--- src/rtl/three_channel_tone_sequencer_macros.svh ---
// ----------------------------------------------------------------------------
// Assertion macros for the three-channel tone sequencer
// Shorthand for the concurrent checks at the end of the top level.
// ----------------------------------------------------------------------------
`ifndef THREE_CHANNEL_TONE_SEQUENCER_MACROS_SVH
`define THREE_CHANNEL_TONE_SEQUENCER_MACROS_SVH

// Check that a condition holds at every clock outside reset
`define TCTS_ASSERT_ALWAYS(label, cond) \
	label: assert property (@(posedge clk) disable iff (!arst_n) (cond)) \
		else $error("three_channel_tone_sequencer: invariant failed");

// Check that a consequent holds in the same cycle as its antecedent
`define TCTS_ASSERT_IMPLY(label, ante, cons) \
	label: assert property (@(posedge clk) disable iff (!arst_n) (ante) |-> (cons)) \
		else $error("three_channel_tone_sequencer: implication failed");

// Check that a consequent holds in the cycle after its antecedent
`define TCTS_ASSERT_NEXT(label, ante, cons) \
	label: assert property (@(posedge clk) disable iff (!arst_n) (ante) |=> (cons)) \
		else $error("three_channel_tone_sequencer: next-cycle check failed");

`endif

--- src/rtl/tcts_pkg.sv ---
// ----------------------------------------------------------------------------
// Tone sequencer package
// Request and tone types, command codes, pitch table and divider widths.
// ----------------------------------------------------------------------------
package tcts_pkg;

	localparam int SCORE_DEPTH_DEF  = 1024;
	localparam int MAX_COMMANDS_DEF = 64;

	localparam int FREQ_W = 14;
	localparam int DVD_W  = 26;
	localparam int DVS_W  = 12;
	localparam int DCNT_W = 5;

	// request functions
	localparam logic [1:0] FUNC_WRITE = 2'd0;
	localparam logic [1:0] FUNC_START = 2'd1;
	localparam logic [1:0] FUNC_STOP  = 2'd2;
	localparam logic [1:0] FUNC_TICK  = 2'd3;

	// score command codes
	localparam logic [7:0] CMD_NOTE_MAX = 8'hCF;
	localparam logic [7:0] CMD_OCT_LAST = 8'hD7;
	localparam logic [7:0] CMD_TEMPO    = 8'hDA;
	localparam logic [7:0] CMD_VOLUME   = 8'hDC;
	localparam logic [7:0] CMD_LOOP_A   = 8'hFF;
	localparam logic [7:0] CMD_LOOP_B   = 8'hEA;

	typedef struct packed {
		logic [1:0] func;
		logic [1:0] chan_sel;
		logic [9:0] score_addr;
		logic [7:0] score_byte;
	} tcts_req_t;

	typedef struct packed {
		logic [1:0]        chan_out;
		logic [FREQ_W-1:0] freq_hz;
		logic [7:0]        volume;
		logic              runaway;
		logic              last;
	} tcts_tone_t;

	typedef struct packed {
		logic             start;
		logic [DVD_W-1:0] dividend;
		logic [DVS_W-1:0] divisor;
	} tcts_div_req_t;

	typedef struct packed {
		logic              busy;
		logic              done;
		logic [FREQ_W-1:0] quot;
	} tcts_div_rsp_t;

	// low 11 bits of the pitch register for table index 1..24
	function automatic logic [10:0] pitch_reg(input logic [4:0] idx);
		logic [15:0] r;
		unique case (idx)
			5'd1:    r = 16'hF82C;
			5'd2:    r = 16'hF89D;
			5'd3:    r = 16'hF907;
			5'd4:    r = 16'hF96B;
			5'd5:    r = 16'hF9CA;
			5'd6:    r = 16'hFA23;
			5'd7:    r = 16'hFA77;
			5'd8:    r = 16'hFAC7;
			5'd9:    r = 16'hFB12;
			5'd10:   r = 16'hFB58;
			5'd11:   r = 16'hFB9B;
			5'd12:   r = 16'hFBDA;
			5'd13:   r = 16'hFC16;
			5'd14:   r = 16'hFC4E;
			5'd15:   r = 16'hFC83;
			5'd16:   r = 16'hFCB5;
			5'd17:   r = 16'hFCE5;
			5'd18:   r = 16'hFD11;
			5'd19:   r = 16'hFD3B;
			5'd20:   r = 16'hFD63;
			5'd21:   r = 16'hFD89;
			5'd22:   r = 16'hFDAC;
			5'd23:   r = 16'hFDCD;
			5'd24:   r = 16'hFDED;
			default: r = 16'h0000;
		endcase
		return r[10:0];
	endfunction

	// operand bytes skipped after a code with no meaning here
	function automatic logic [1:0] skip_extra(input logic [7:0] c);
		logic [1:0] n;
		unique case (c)
			8'hD8, 8'hD9, 8'hDB, 8'hDD, 8'hDE, 8'hE2, 8'hE3, 8'hE4, 8'hE5,
			8'hE6, 8'hEB, 8'hEF, 8'hF0: n = 2'd1;
			8'hE0, 8'hE1, 8'hEE, 8'hFC, 8'hFE: n = 2'd2;
			8'hFB, 8'hFD: n = 2'd3;
			default: n = 2'd0;
		endcase
		return n;
	endfunction

endpackage

--- src/rtl/tcts_div.sv ---
// ----------------------------------------------------------------------------
// Tone divider
// Restoring divider, one quotient bit per cycle; keeps the low quotient bits.
// ----------------------------------------------------------------------------
module tcts_div (
	input  logic                   clk,
	input  logic                   arst_n,
	input  tcts_pkg::tcts_div_req_t req,
	output tcts_pkg::tcts_div_rsp_t rsp
);

	logic [tcts_pkg::DVD_W-1:0]  dvd_q;
	logic [tcts_pkg::DVS_W-1:0]  dvs_q;
	logic [tcts_pkg::DVS_W-1:0]  rem_q;
	logic [tcts_pkg::FREQ_W-1:0] quo_q;
	logic [tcts_pkg::DCNT_W-1:0] cnt_q;
	logic                        busy_q;
	logic                        done_q;
	logic [tcts_pkg::DVS_W:0]    trial;
	logic                        ge;
	logic [tcts_pkg::DVS_W:0]    diff;

	// trial subtract of the divisor from the shifted remainder
	assign trial = {rem_q, dvd_q[tcts_pkg::DVD_W-1]};
	assign ge    = trial >= {1'b0, dvs_q};
	assign diff  = trial - {1'b0, dvs_q};

	// control: start loads, count down one bit per cycle
	always_ff @(posedge clk or negedge arst_n) begin
		if (!arst_n) begin
			busy_q <= 1'b0;
			done_q <= 1'b0;
			cnt_q  <= '0;
		end else begin
			done_q <= 1'b0;
			if (req.start) begin
				busy_q <= 1'b1;
				cnt_q  <= tcts_pkg::DCNT_W'(tcts_pkg::DVD_W);
			end else if (busy_q) begin
				cnt_q <= cnt_q - 1'b1;
				if (cnt_q == tcts_pkg::DCNT_W'(1)) begin
					busy_q <= 1'b0;
					done_q <= 1'b1;
				end
			end
		end
	end

	// datapath: shift dividend, update remainder and quotient
	always_ff @(posedge clk) begin
		if (req.start) begin
			dvd_q <= req.dividend;
			dvs_q <= req.divisor;
			rem_q <= '0;
			quo_q <= '0;
		end else if (busy_q) begin
			dvd_q <= {dvd_q[tcts_pkg::DVD_W-2:0], 1'b0};
			rem_q <= ge ? diff[tcts_pkg::DVS_W-1:0] : trial[tcts_pkg::DVS_W-1:0];
			quo_q <= {quo_q[tcts_pkg::FREQ_W-2:0], ge};
		end
	end

	assign rsp.busy = busy_q;
	assign rsp.done = done_q;
	assign rsp.quot = quo_q;

endmodule

--- config.mk ---
export PLATFORM = sky130hd
export DESIGN_NAME = tcts_div
export DESIGN_NICKNAME = d
export VERILOG_FILES = /design/src/rtl/three_channel_tone_sequencer_macros.svh /design/src/rtl/tcts_pkg.sv /design/src/rtl/tcts_div.sv
export SDC_FILE = /design/constraint.sdc
export NUM_CORES = 1
export LEC_CHECK = 0
export ABC_AREA = 1
export ABC_CLOCK_PERIOD_IN_PS = 3300
export BUFFER_PORTS_ARGS = -buffer_cell sky130_fd_sc_hd__buf_2
export CORE_ASPECT_RATIO = 2
export CORE_MARGIN = 5
export CORE_UTILIZATION = 61
export CTS_CLUSTER_DIAMETER = 100
export CTS_CLUSTER_SIZE = 30
export DETAILED_ROUTE_END_ITERATION = 10
export PLACE_DENSITY = 0.92
export SKIP_LAST_GASP = 1
export SLEW_MARGIN = 25
export SYNTH_ARGS = -nofsm -noshare
export SYNTH_HDL_FRONTEND = slang
export SYNTH_SLANG_ARGS = --single-unit
--- constraint.sdc ---
create_clock -name clk -period 3.3 [get_ports clk]
set_input_delay 0.66 -clock clk [delete_from_list [all_inputs] [get_ports clk]]
set_output_delay 0.66 -clock clk [all_outputs]
set_load 0.03 [all_outputs]
==> results of run 1 <==
[cell type report]
type | instances | area (um^2)
inverter | 67 | 251
clock buffer | 11 | 253
timing repair buffer | 60 | 310
clock inverter | 5 | 78.8
multi-input combinational | 293 | 1410
sequential | 71 | 1840
fill | 416 | 1490
tap | 61 | 76.3
[sequential cells by signal, indices dropped and copies added, names as in the netlist]
signal / count
dvs_q: 12
busy_q: 1
quo_q: 14
done_q: 1
rem_q: 12
dvd_q: 26
cnt_q: 5
[cells in the final DEF, fill, tap and decap left out, drive strengths merged]
cell      instances
inv              67
nand3            23
fa                1
a22oi             1
xor2              4
edfxtp           38
o21ai             7
clkinvlp          1
nor3              2
o22ai            12
dfrtp             7
o21bai            1
bufinv            2
nand4            15
buf              60
clkinv            2
nor2             20
ha               14
nand2           186
dfxtp            26
clkbuf           11
a21oi             7
[kinds of logic after synthesis]
group	share of synthesized area, %
AND/OR/NAND/NOR	28.5
buffers and inverters	9.14
flip-flops	51.4
AO/OA/AOI/OAI	4.59
adder cells (fa/ha/maj)	5.46
XOR/XNOR	0.980
[power breakdown]
| group | internal (W) | switching, W |
|---|---|---|
| combinational | 0.000319 | 0.000595 |
| clock | 0.000701 | 0.000359 |
| sequential | 0.00105 | 0.0000879 |
[synthesized netlist by cell type, types with 2 or more instances]
master	n	area share, %
nand3_2	2	0.56
clkbuf_1	8	0.84
inv_2	2	0.21
xor2_1	4	0.98
nand4_1	15	2.6
o22ai_1	12	2.1
buf_4	2	0.42
a21oi_1	6	0.84
nor2_1	18	1.9
ha_1	14	4.9
edfxtp_1	38	32
nor3_1	2	0.28
dfxtp_1	26	15
buf_2	3	0.42
dfrtp_1	7	4.9
inv_1	64	6.7
nand2_2	2	0.35
o21ai_0	6	0.84
nand2_1	184	19
nand3_1	21	2.9
[per-layer routing]
metal,wire [um],vias to the layer above,global-route usage [%]
met1,2850,1351,21.7
met4,401,0,13.6
met5,0,-,0
met2,4780,81,44.3
met3,363,22,4.65
li1,-,1528,-
[worst max-delay path, cell delays in order (launching register included)]
cell and delay (ns):
edfxtp_1 0.32, inv_1 0.05, ha_1 0.36, nand2_2 0.13, inv_1 0.05, nand2_1 0.06
nand2_1 0.08, a21oi_2 0.41, nand3_2 0.37, nand2_1 0.16, nand2_1 0.09, nand2_1 0.08
nand2_1 0.06
[worst paths after layout]
kind	end	from	slack, ns	depth (start not counted)
setup / recovery	rem_q[0]	dvs_q[7]	0.98	12
hold / removal	cnt_q[3]	arst_n	0.15	1
setup reg to reg	rem_q[0]	dvs_q[7]	0.98	12
hold reg to reg	rem_q[9]	rem_q[9]	0.48	2
max in group asynchronous	busy_q	arst_n	3.00	1
min in group clk	rem_q[9]	rem_q[9]	0.48	2
[through the flow]
| stage | cell area (um^2) | hold slack (ns) |
|---|---|---|
| 2_1_floorplan | 3570 | 0.364 |
| 3_3_place_gp | 3890 | 0.440 |
| 3_5_place_dp | 3890 | 0.467 |
| 4_1_cts | 4220 | 0.146 |
| 5_1_grt | 4220 | 0.148 |
| 6_report | 4220 | 0.150 |
==> flow_summary.toml, run 1 <==
[outcome]
outcome = "finished, final reports clean"

[synthesis]
synthArstFlopShare_pct = 9.86
avgSynthCellArea_um2 = 8.01
synthCells = 446
synthesis.area_um2 = 3570
synth_edf_count = 38
ys_ff_latch = 71
synth_flop_cell = "edfxtp_1"
syn_nets = 502
yosysSeqAreaShare_pct = 51.4
synth_cell_types = 30
ys_warn_count = 0

[routing]
firstDrtPassIters = 4
detail_route.wirelength_mm = 8.39
ant_nets = 0
via_count = 2982
drc_errors = 0
via_per_inst = 5.25
drt_iter0_drc = 210
avgRoutedWirePerCell_um = 14.8

[clock_tree]
worstSkewPairLatency_ns = 0.33
cts_resized = 0
post_cts_buffers = 0
cts.clk_slew.worst_paths_ns = 0.06
cts_hold_buf = 0
cts_root_buf = "clkbuf_16"
cts_buffers = 9
clockBufferDepth = 2
ctsHtreeMaxLevel = 3
cts_tree = "yes"
cts_sinks = 71

[global_route]
grt_overflow = 0
antenna_found_initial = 0
grt_pass1_wl_mm = 13.7
grt_max_degree = 38
grt_usage_pct = 23.3
grt_pass1_vias = 3016

[finish]
nNetsFinal = 558
post-route-util_pct = 73.9
syn_to_final_growth_pct = 18.0
drive_above_1_share_pct = 16.8
antenna_cells = 0
stdcell_count = 568

[sta]
tightest_slew_ns = 0.664
setup_viol = 0
rsz0062_at_grt = "no"
fin_crit_sh_pct = 70.2
max_freq_mhz = 432
finClkSkew_ns = 0.00438
slew_headroom_pct = 55.5
period_needed_ns = 2.32
hold_viol = 0
setup-tns-final_ns = 0
drv_slew = 0
final.setup.worst_slack_ns = 0.984

[setup_path]
crit_type = "flop to flop"
required_ns = 3.53
cp-start-kind = "flop"
critical_path_arrival_ns = 2.54
path_max_fanout = 14
worstSetupEndpointType = "flop"

[power]
power_w = 0.00312
p_per_area_nw_per_um2 = 739
ir_drop_mv = 0.806
p_leak_nw = 2.21

[place]
place_ws_ns = 1.09
place_inst = 552
hpwl_mm = 6.15
numPortBuffers = 56
place.gp.congestion = 0.913

[floorplanning]
num_io_pins = 57
initial_core_util_pct = 62.6
chipWidth_um = 64.1
die_y_um = 118
core_um2 = 5710
fp.dieArea_um2 = 7580
row_count = 39

[hold_path]
hold_class = "input pin to asynchronous set/reset pin"

[flow_run]
maxCapViolations = 0
(Power assumes the default switching activity.)
==> inputs of run 2 (changes only) <==
- ABC_CLOCK_PERIOD_IN_PS: 3300 -> 2250
- CORE_UTILIZATION: 61 -> 56
- PLACE_DENSITY: 0.92 -> 0.86
- clock period: 3.3 -> 2.25 ns (I/O delays scaled with it)
==> flow_summary.toml, run 2 (synthesized netlist as in run 1, its figures left out) <==
[setup_path]
crit_buf_inv = 2
ff2ff_setup_slack_ns = 0.25
cp_top_family = "simple AND/OR/NAND/NOR gates"
reg2regPathDepth = 13
crit_cells = 13
path_common_cell = "nand2_1"
worstSetupEndpointType = "flop"
cp_slowest_cell = "fa_1"
slowest_delay_ns = 0.41
required_ns = 2.48
r2r-end = "rem_q[6]"
crit_type = "flop to flop"
crit_end = "rem_q[6]"
cp-start-kind = "flop"
path_cells = "inv_1 -> ha_1 -> fa_1 -> inv_1 -> nand3_1 -> nand3_1 -> nand2_1 -> nand3_1 -> nand2_1 -> nand2_1 -> nand2_1 -> nand2_1 -> nand2_1"
cp-startpoint = "dvd_q[25]"
path_max_fanout = 3
reg2reg_from = "dvd_q[25]"
critical_path_arrival_ns = 2.23

[place]
place_ws_ns = 0.293
hpwl_mm = 6.34
place.gp.congestion = 0.869
numPortBuffers = 56

[floorplanning]
chipWidth_um = 66.5
fp.dieArea_um2 = 8180
initial_core_util_pct = 57.1
die_y_um = 123
row_count = 41
core_um2 = 6260
num_io_pins = 57

[routing]
drt_iter0_drc = 140
via_per_inst = 5.05
drc_errors = 0
top_layer = "met4"
avgRoutedWirePerCell_um = 13.7
ant_nets = 0
via_count = 3028
dr_wl_met3_um = 302
firstDrtPassIters = 4
detail_route.wirelength_mm = 8.22
met2_length_mm = 4.82
wl_met1_mm = 2.87

[flow_run]
maxCapViolations = 0

[sta]
max_freq_mhz = 499
rsz0062_at_grt = "no"
tightest_slew_ns = 0.352
fin_crit_sh_pct = 89.1
period_needed_ns = 2.00
setup_viol = 0
slew_headroom_pct = 76.5
finClkSkew_ns = 0.00561
hold_viol = 0
final.setup.worst_slack_ns = 0.246
drv_slew = 0
setup-tns-final_ns = 0

[clock_tree]
cts.clk_slew.worst_paths_ns = 0.06
clockBufferDepth = 2
cts_sinks = 71
cts_buffers = 9
ctsHtreeMaxLevel = 3
cts_root_buf = "clkbuf_16"
worstSkewPairLatency_ns = 0.33
cts_resized = 0
post_cts_buffers = 0
cts_tree = "yes"

[power]
p_sw_share_pct = 35.1
p_sw_w = 0.00151
clockPowerShare_pct = 29.8
p_per_area_nw_per_um2 = 1010
combPwrFrac_pct = 31.6
ir_drop_mv = 0.772
pwr-share-seq_pct = 38.6
power_w = 0.00432
p_leak_nw = 2.22
intPower_w = 0.00281

[finish]
largest_register_ff_count = 26
drive_above_1_share_pct = 17.5
final_common_cell = "nand2_1"
antenna_cells = 0
syn_to_final_growth_pct = 19.2
mostFrequentLayoutCells = "184 x nand2_1, 64 x inv_1, 56 x buf_2"
nNetsFinal = 565
reg_top3 = "dvd_q: 26 flops, quo_q: 14 flops"
top_register = "dvd_q"

[global_route]
grt_max_degree = 39
grt_overflow = 0
grt_pass1_vias = 3022
grt_pass1_wl_mm = 13.4
grt_usage_pct = 22.2
antenna_found_initial = 0

[outcome]
outcome = "finished, final reports clean"

[hold_path]
hold_class = "input pin to flop"
## run 2: cell count changes in the layout (fill, tap and decap cells not counted)
cell           change
buf_12             +1
buf_4              +5
bufinv_16          -2
clkbuf_1           +1
clkbuf_8           -1
clkinv_2           +1
clkinv_4           +1
dlygate4sd3_1      +1
## run 2: layout make-up
class | instances | area (um^2)
clock inverters | 5 | 32.5
fillers | 532 | 2000
repair buffers | 67 | 378
inverters | 67 | 251
flip-flops and latches | 71 | 1840
well taps | 86 | 108
multi-input cells | 293 | 1410
clock buffers | 11 | 243
## run 2: worst min path at each step
stage | end | cells after the start | start
final | dvs_q[7] | 1 | req[7]
after global placement | done_q | 1 | arst_n
after global routing | dvs_q[7] | 1 | req[7]
after floorplan | busy_q | 0 | arst_n
after CTS | dvs_q[7] | 1 | req[7]
after detailed placement | done_q | 1 | arst_n
## run 2: power by group through the flow
stage	clock network (W)	registers, W	logic, W
after floorplan	0	0.00168	0.00101
after global placement	0	0.00168	0.00133
after detailed placement	0	0.00169	0.00134
after CTS	0.00131	0.00166	0.00137
after global routing	0.00137	0.00168	0.00155
final	0.00129	0.00167	0.00137
## run 2: routing by layer
layer  GRT usage (%)  up-vias
met5               0        -
met1            21.1     1404
met3            5.18       15
met2            42.8       66
met4            10.2        0
li1                -     1543
## run 2: per-stage QoR
stage	area (um^2)	utilization, %	hold slack, ns	std cells
floorplan	3570	-	0.154	446
global placement	3980	63.5	0.285	583
detailed placement	3980	63.5	0.289	583
CTS	4260	68.1	0.281	600
global route	4260	68.1	0.281	600
finish	4260	68.1	0.290	600
## run 2: timing repair
| action | 4_1_cts | 5_1_grt |
|---|---|---|
| endpoints found under the hold margin | 7 | 0 |
| hold buffers | 1 | 0 |
| endpoints found under the setup margin | 0 | 0 |
